## src/hw/rtl/dsor_pkg.sv

```systemverilog
// Shared types and constants for the settle order recorder
`default_nettype none
package dsor_pkg;
  localparam int unsigned NodeW   = 6;
  localparam int unsigned WeightW = 32;
  localparam int unsigned DistW   = 38;
  localparam int unsigned NcfgW   = 7;
  localparam int unsigned MaskW   = 64;

  typedef enum logic {
    ALU_ADD,
    ALU_SUB
  } alu_op_e;

  typedef struct packed {
    alu_op_e          op;
    logic [DistW-1:0] a;
    logic [DistW-1:0] b;
  } alu_req_t;
endpackage
`default_nettype wire

```

## src/hw/rtl/dsor_alu.sv

```systemverilog
// Shared distance adder/subtractor and heap key comparator
`default_nettype none
module dsor_alu #(
  parameter int unsigned NodeIdxW = 6
) (
  input  wire dsor_pkg::alu_req_t          req_i,
  output logic [dsor_pkg::DistW-1:0]       res_o,
  input  wire logic [dsor_pkg::DistW-1:0]  cand_dist_i,
  input  wire logic [NodeIdxW-1:0]         cand_node_i,
  input  wire logic [dsor_pkg::DistW-1:0]  best_dist_i,
  input  wire logic [NodeIdxW-1:0]         best_node_i,
  output logic                             better_o
);
  import dsor_pkg::*;

  always_comb begin
    unique case (req_i.op)
      ALU_ADD: res_o = req_i.a + req_i.b;
      ALU_SUB: res_o = req_i.a - req_i.b;
      default: res_o = req_i.a;
    endcase
  end

  assign better_o = (cand_dist_i < best_dist_i) ||
                    ((cand_dist_i == best_dist_i) && (cand_node_i > best_node_i));
endmodule
`default_nettype wire

```

## config.mk

```make
export PLATFORM = sky130hd
export DESIGN_NAME = dsor_alu
export DESIGN_NICKNAME = d
export VERILOG_FILES = /design/src/hw/rtl/dsor_pkg.sv /design/src/hw/rtl/dsor_alu.sv
export SDC_FILE = /design/constraint.sdc
export NUM_CORES = 1
export LEC_CHECK = 0
export ABC_AREA = 1
export BUFFER_PORTS_ARGS = -buffer_cell sky130_fd_sc_hd__buf_2
export CAP_MARGIN = 20
export CORE_ASPECT_RATIO = 0.6
export CORE_MARGIN = 10
export CORE_UTILIZATION = 25
export DETAILED_ROUTE_END_ITERATION = 6
export PLACE_DENSITY_LB_ADDON = 0.1
export SYNTH_ARGS = -nofsm -noshare
export SYNTH_HDL_FRONTEND = slang
export SYNTH_SLANG_ARGS = --single-unit
```

## constraint.sdc

```tcl
create_clock -name vclk -period 8.45
set_clock_uncertainty 0.2 [all_clocks]
set_input_delay 1.69 -clock vclk [all_inputs]
set_output_delay 1.69 -clock vclk [all_outputs]
set_load 0.02 [all_outputs]
```

==> results.py, run 1 <==
metrics = {
    "status": {
        "status": "finished, final reports clean",
    },
    "yosys": {
        "syn_nets": 1230,
        "synth.top_cell.area_share_pct": 22.8,
        "yosysWarnings": 0,
        "synth_area_leaders": "nand2_1 (23%), ha_1 (20%), inv_1 (14%), nor2_1 (7.3%), xor2_1 (6.8%)",
        "ys_seq_area_share_pct": 0,
        "yosysMostFrequentCell": "nand2_1",
        "syn_inst": 982,
        "yosys.area.top_type": "nand2_1",
        "synth_commonest_cells": "nand2_1 (315), inv_1 (200), nor2_1 (101)",
        "synth_area_sq_um": 5190,
        "avgSynthCellArea_sq_um": 5.28,
        "yosysUniqueCellTypes": 34,
    },
    "global_routing": {
        "grt_pass1_wl_um": 33900,
        "grt_antenna_before_repair": 2,
        "overflow": 0,
        "grt_start_max_net_pins": 34,
        "grt_pass1_vias": 6095,
        "grt_use_total_pct": 15.5,
    },
    "setup_path": {
        "worst_ep_required_time_ns": 6.56,
        "cpPeakStageDelay_ns": 0.79,
        "endpoint_kind": "output pin",
        "cp_slowest_cell": "inv_1",
        "cp-start-kind": "input pin",
        "cpMostUsedCell": "nand2_1",
        "path_class": "input pin to output pin",
        "crit_fanout": 33,
        "cp.arrival_ns": 5.02,
        "path_cells": "buf_2 > inv_1 > o21ai_0 > nand2_1 > xor2_1 > inv_1 > ha_1 > a21oi_1 > o21ai_0 > nand2_1 > nand2_1 > a21oi_1 > nand3_1 > nand2_1 > buf_2",
    },
    "timing": {
        "slew_violations": 0,
        "setup_viol": 0,
        "rsz0062_at_grt": "no",
        "setup_ws_ns": 1.54,
        "relSlewSlack_pct": 29.7,
        "period_share_pct": 81.8,
        "tightest_slew_ns": 1.05,
        "fmax_mhz": 145,
        "fin_crit_ns": 6.91,
        "hold_violations": 0,
        "final.setup.tns_ns": 0,
    },
    "die": {
        "die_y_um": 132,
        "coreArea_sq_um": 20200,
        "initial_utilization_pct": 25.7,
        "dieWidth_um": 206,
        "num_rows": 40,
        "die_area_sq_um": 27100,
        "top_level_ports": 204,
    },
    "cts": {
        "hold_buffers": 0,
        "post-cts-setup-buffers": 0,
        "post_cts_resized": 0,
    },
    "drt": {
        "drc_errors": 0,
        "vias": 6345,
        "wirelength_um": 22200,
        "first_pass_iters": 5,
        "via_per_inst": 4.35,
        "antenna_left": 0,
        "wl_per_cell_um": 15.3,
        "drt-initial-drc-count": 375,
    },
    "layout": {
        "flops_and_latches": 0,
        "design_area_sq_um": 6540,
        "seq_area_sq_um": 0,
        "multi_input_area_sq_um": 4400,
        "area.growth.synth_to_final_pct": 26.0,
        "final_cells": 1457,
        "final_nets": 1432,
        "clock_buffers": 0,
        "drive_above_1_share_pct": 21.5,
        "nFillCells": 2400,
    },
    "power": {
        "p_sw_mw": 0.382,
        "internal_power_mw": 0.199,
        "pwr-share-comb_pct": 100.0,
        "worst_ir_drop_vdd_v": 0.0000631,
        "switching_share_pct": 65.8,
        "leakagePower_nw": 3.96,
        "powerDensity_nw_per_um2": 88.9,
        "power_frac_clock_pct": 0,
        "p_total_mw": 0.581,
        "seq_power_share_pct": 0,
    },
    "worst_hold_path": {
        "hold_path_depth": 4,
        "hold_path_end": "res_o[0]",
        "hold_class": "input pin to output pin",
        "hp-start": "req_i[0]",
    },
    "place": {
        "place_area_sq_um": 6530,
        "dp_hpwl_um": 20900,
        "dp_slack_ns": 1.63,
        "dpl.cell_count": 1455,
        "gp_congestion": 0.902,
        "numPortBuffers": 204,
    },
    "flow_run": {
        "maxCapViolations": 0,
    },
}
## power by group through the flow
stage | Sequential, mW | Clock [mW] | Combinational (mW)
after global routing | 0 | 0.0000000158 | 0.649
after detailed placement | 0 | 0 | 0.581
final | 0 | 0.0000000317 | 0.581
after global placement | 0 | 0 | 0.583
after CTS | 0 | 0 | 0.583
after floorplan | 0 | 0 | 0.372
## worst max path at each step
stage,slack [ns],endpoint,depth (start not counted),startpoint
detailed placement,1.63,res_o[34],15,req_i[76]
finish,1.54,res_o[34],15,req_i[76]
global placement,1.61,res_o[30],15,req_i[76]
global route,1.29,res_o[34],16,req_i[76]
CTS,1.62,res_o[34],15,req_i[76]
floorplan,2.53,res_o[20],18,req_i[1]
## worst max-delay path: cells and delay by family
kind	cells	cell delay, ns
AOI/OAI and AO/OA	4	1.13
adders and majority gates	1	0.36
and+or+nand+nor	5	0.51
buffers and inverters	4	1.18
xor gates and xnor gates	1	0.15
## stage by stage
step,util [%],hold WS (ns)
finish,32.3,3.57
global route,32.3,3.61
CTS,32.3,3.58
detailed placement,32.3,3.58
global placement,32.3,3.57
floorplan,-,3.37
## metal layers
metal | vias to the layer above | track usage, % | routed length (um)
met2 | 197 | 20.9 | 8190
met4 | 0 | 0.323 | 56
met1 | 2682 | 25.4 | 12300
met3 | 2 | 2.43 | 1670
li1 | 3464 | - | -
met5 | - | 0 | 0
## layout make-up
type                            count  share of cell area, %
Multi-Input combinational cell    773                   67.3
Antenna cell                        2                 0.0766
Inverter                          205                   11.8
Tap cell                          273                   5.22
Timing Repair Buffer              204                   15.6
## placed cells by master (no fill, tap or decap), drive strengths merged
cell type	instances
nand2	329
inv	205
buf	204
nor2	119
ha	82
nand3	57
a21oi	52
xor2	40
o21ai	38
nor3	14
xnor2	13
nand4	7
nand3b	5
a31oi	4
o21bai	3
diode	2
o21a	2
o211ai	2
o31ai	1
and2	1
nor3b	1
a21o	1
nor4	1
fa	1
## kinds of logic after synthesis
kind of cell,count (synthesis),share of synthesized area (%)
AO/OA/AOI/OAI,103,10.8
buffers and inverters,209,15.2
AND/OR/NAND/NOR,534,44.9
adder cells (fa/ha/maj),83,20.2
XOR/XNOR,53,8.95
(Power assumes the default switching activity.)
==> run 2: changes to the inputs <==
Clock period 8.45 ns to 6.9 ns, I/O delays scaled along.
==> run 2 against run 1 <==
Against the previous run: total power increased by 22%; first-iteration DRC count increased by 14%; clock-buffer cell count unchanged; core utilization about the same; sequential share of layout area unchanged; design area about the same; die area unchanged; largest cell class unchanged.
==> results.py, run 2 (synthesized netlist as in run 1, its figures left out) <==
metrics = {
    "global_routing": {
        "grt_pass1_wl_um": 34300,
        "grt_start_max_net_pins": 19,
        "grt_use_total_pct": 15.5,
        "grt_antenna_before_repair": 1,
        "overflow": 0,
        "grt_pass1_vias": 6148,
    },
    "die": {
        "num_rows": 40,
        "initial_utilization_pct": 25.7,
        "coreArea_sq_um": 20200,
        "top_level_ports": 204,
        "dieWidth_um": 206,
        "die_y_um": 132,
        "die_area_sq_um": 27100,
    },
    "power": {
        "powerDensity_nw_per_um2": 108,
        "worst_ir_drop_vdd_v": 0.0000667,
        "leakagePower_nw": 3.96,
    },
    "drt": {
        "drt-initial-drc-count": 427,
        "via_per_inst": 4.31,
        "drc_errors": 0,
        "antenna_left": 0,
        "first_pass_iters": 5,
        "wirelength_um": 22000,
        "vias": 6280,
        "wl_per_cell_um": 15.1,
    },
    "timing": {
        "setup_viol": 0,
        "tightest_slew_ns": 0.583,
        "period_share_pct": 86.5,
        "slew_violations": 0,
        "hold_violations": 0,
        "fmax_mhz": 168,
        "rsz0062_at_grt": "no",
        "relSlewSlack_pct": 61.0,
        "fin_crit_ns": 5.97,
        "final.setup.tns_ns": 0,
    },
    "setup_path": {
        "endpoint_kind": "output pin",
        "path_class": "input pin to output pin",
        "worst_ep_required_time_ns": 5.32,
        "cp.arrival_ns": 4.39,
        "cp-start-kind": "input pin",
        "crit_fanout": 5,
    },
    "layout": {
        "multi_input_area_sq_um": 4400,
        "area.growth.synth_to_final_pct": 26.0,
        "drive_above_1_share_pct": 21.6,
        "final_nets": 1433,
        "utilization_pct": 32.3,
        "antennaDiodeCount": 0,
        "final_cells": 1456,
        "clock_buffers": 0,
        "nFillCells": 2384,
        "seq_area_sq_um": 0,
        "flops_and_latches": 0,
        "final_cell_mix": "nand2_1 (315), buf_2 (204), inv_1 (200)",
        "design_area_sq_um": 6540,
        "final_common_cell": "nand2_1",
    },
    "cts": {
        "post_cts_resized": 0,
        "post-cts-setup-buffers": 0,
        "hold_buffers": 0,
    },
    "status": {
        "status": "finished, final reports clean",
    },
    "place": {
        "numPortBuffers": 204,
        "gp_congestion": 0.917,
        "place_area_sq_um": 6540,
        "dpl.cell_count": 1456,
        "dp_hpwl_um": 20600,
    },
    "worst_hold_path": {
        "hold_class": "input pin to output pin",
    },
    "flow_run": {
        "maxCapViolations": 0,
    },
}
==> run 2: layer usage <==
metal	GRT usage (%)	up-vias	part of all wire, %
met5	0	-	0
met3	2.21	0	7.0
met1	25.4	2637	56
met4	0	0	0
li1	-	3460	-
met2	21.3	183	37
==> run 2: report_power, final <==
group | switching, mW | internal (mW) | total [mW] | leakage (nW)
clock | 0 | 0 | 0 | 0
sequential | 0 | 0 | 0 | 0
combinational | 0.465 | 0.244 | 0.709 | 3.96
==> run 2: per-stage QoR <==
step                      hold WS, ns  power (mW)  worst slack (ns)
final                            2.95       0.709             0.932
after global routing             2.99       0.799             0.580
after CTS                        2.96       0.712             0.951
after detailed placement         2.96       0.709             0.974
after global placement           2.95       0.714             0.914
after floorplan                  2.75       0.456              1.60
==> run 2: area by class of cell <==
cell class / count / area share, %
Multi-Input combinational cell: 773 / 67.3
Timing Repair Buffer: 205 / 15.7
Inverter: 205 / 11.8
Tap cell: 273 / 5.22
==> run 2: worst max-delay path, stage by stage <==
cell,delay (ns)
buf_2,0.10
inv_1,0.09
ha_1,0.27
nand3_2,0.14
nor2_4,0.18
nand2_4,0.09
inv_2,0.08
nand2_1,0.08
o21ai_2,0.13
xor2_1,0.18
inv_1,0.08
ha_1,0.40
nand2_1,0.12
nor2_1,0.16
inv_1,0.10
nor2_2,0.10
nand3b_1,0.10
nand3_2,0.12
xor2_1,0.25
buf_2,0.22
==> run 2: worst paths after layout <==
check,startpoint,end,cells after the start
worst min-delay path,req_i[0],res_o[0],4
worst max-delay path,req_i[1],res_o[19],20
==> run 3: changes to the inputs <==
Settings changed: CORE_UTILIZATION 25 to 52, REMOVE_ABC_BUFFERS from default to 1.
==> run 3 against run 2 <==
Against the previous run: total power is 1.5% lower; global-route usage is 7.9 points higher; worst hold slack improved by 0.035 ns; die area is 46% lower; critical endpoint is now res_o[16]; highest routed layer is now met4.
==> results.py, run 3 (synthesized netlist as in run 1, its figures left out) <==
metrics = {
    "timing": {
        "relSlewSlack_pct": 41.3,
        "slew_violations": 0,
        "rsz0062_at_grt": "no",
        "setup_viol": 0,
        "final.setup.tns_ns": 0,
        "fin_crit_ns": 5.91,
        "fmax_mhz": 169,
        "setup_ws_ns": 0.985,
        "hold_violations": 0,
        "period_share_pct": 85.7,
        "tightest_slew_ns": 0.879,
    },
    "place": {
        "dpl.cell_count": 1318,
        "dp_hpwl_um": 16800,
        "place_area_sq_um": 6370,
        "numPortBuffers": 204,
        "gp_congestion": 0.960,
        "dp_slack_ns": 1.07,
    },
    "global_routing": {
        "grt_start_max_net_pins": 29,
        "grt_pass1_wl_um": 28900,
        "grt_antenna_before_repair": 0,
        "grt_pass1_vias": 5965,
        "overflow": 0,
        "grt_use_total_pct": 23.4,
    },
    "die": {
        "die_area_sq_um": 14500,
        "num_rows": 28,
        "top_level_ports": 204,
        "coreArea_sq_um": 9810,
        "initial_utilization_pct": 52.9,
        "die_y_um": 97.4,
        "dieWidth_um": 149,
    },
    "setup_path": {
        "path_class": "input pin to output pin",
        "path_cells": "buf_2 > inv_1 > a21oi_1 > xnor2_1 > inv_1 > ha_1 > nand2_2 > inv_1 > nand2_1 > and2_1 > nor2_1 > nor2_1 > nand2_2 > xor2_1 > buf_2",
        "path_buf_inv": 5,
        "crit_cells": 15,
        "cp-start-kind": "input pin",
        "cpPeakStageDelay_ns": 0.67,
        "endpoint_kind": "output pin",
        "cp_slowest_cell": "inv_1",
        "worst_ep_required_time_ns": 5.32,
        "cpMostUsedCell": "inv_1",
        "crit_fanout": 28,
        "path_delay_family": "buffers and inverters",
        "cp.arrival_ns": 4.33,
    },
    "status": {
        "status": "finished, final reports clean",
    },
    "layout": {
        "final_nets": 1433,
        "clock_buffers": 0,
        "antennaDiodeCount": 0,
        "nFillCells": 1058,
        "flops_and_latches": 0,
        "final_cell_mix": "nand2_1 (315), buf_2 (204), inv_1 (200)",
        "seq_area_sq_um": 0,
        "design_area_sq_um": 6370,
        "drive_above_1_share_pct": 21.6,
        "utilization_pct": 64.9,
        "final_cells": 1318,
        "final_common_cell": "nand2_1",
        "area.growth.synth_to_final_pct": 22.7,
    },
    "drt": {
        "vias": 6444,
        "first_pass_iters": 6,
        "via_per_inst": 4.89,
        "wl_per_cell_um": 13.8,
        "drc_errors": 0,
        "drt-initial-drc-count": 491,
        "wirelength_um": 18100,
        "antenna_left": 0,
    },
    "flow_run": {
        "maxCapViolations": 0,
    },
    "worst_hold_path": {
        "hold_path_depth": 5,
        "hold_class": "input pin to output pin",
    },
    "cts": {
        "post_cts_resized": 0,
        "hold_buffers": 0,
        "post-cts-setup-buffers": 0,
    },
    "power": {
        "powerDensity_nw_per_um2": 110,
        "leakagePower_nw": 3.96,
        "worst_ir_drop_vdd_v": 0.0000922,
    },
}
[run 3: cell counts in the layout (fill, tap and decap cells not counted)]
Identical to the previous run, type by type.
[run 3: final cells by class]
cell class | count | area (sq um) | share of cell area [%]
Inverter | 205 | 769 | 12.1
Multi-Input combinational cell | 773 | 4400 | 69.1
Tap cell | 135 | 169 | 2.65
Timing Repair Buffer | 205 | 1030 | 16.2
[run 3: where the power goes]
group	total (mW)	internal, mW	switching, mW
logic	0.698	0.244	0.453
registers	0	0	0
clock network	0	0	0
[run 3: worst paths after layout]
path / start / endpoint / slack [ns]
setup / recovery: req_i[76] / res_o[16] / 0.99
hold / removal: req_i[38] / res_o[0] / 2.98
[run 3: metrics by stage]
stage	hold WS [ns]	total power [mW]
finish	2.98	0.698
global route	3.01	0.774
floorplan	2.75	0.455
detailed placement	2.99	0.686
CTS	2.99	0.689
global placement	2.98	0.680
[run 3: routing by layer]
| metal | share of wire [%] | up-vias | GRT usage, % | wire (um) |
|---|---|---|---|---|
| li1 | - | 3447 | - | - |
| met1 | 50 | 2708 | 35.9 | 9110 |
| met2 | 38 | 287 | 32.9 | 6820 |
| met3 | 12 | 2 | 6.14 | 2190 |
| met4 | 0.13 | 0 | 0.376 | 23 |
| met5 | 0 | - | 0 | 0 |
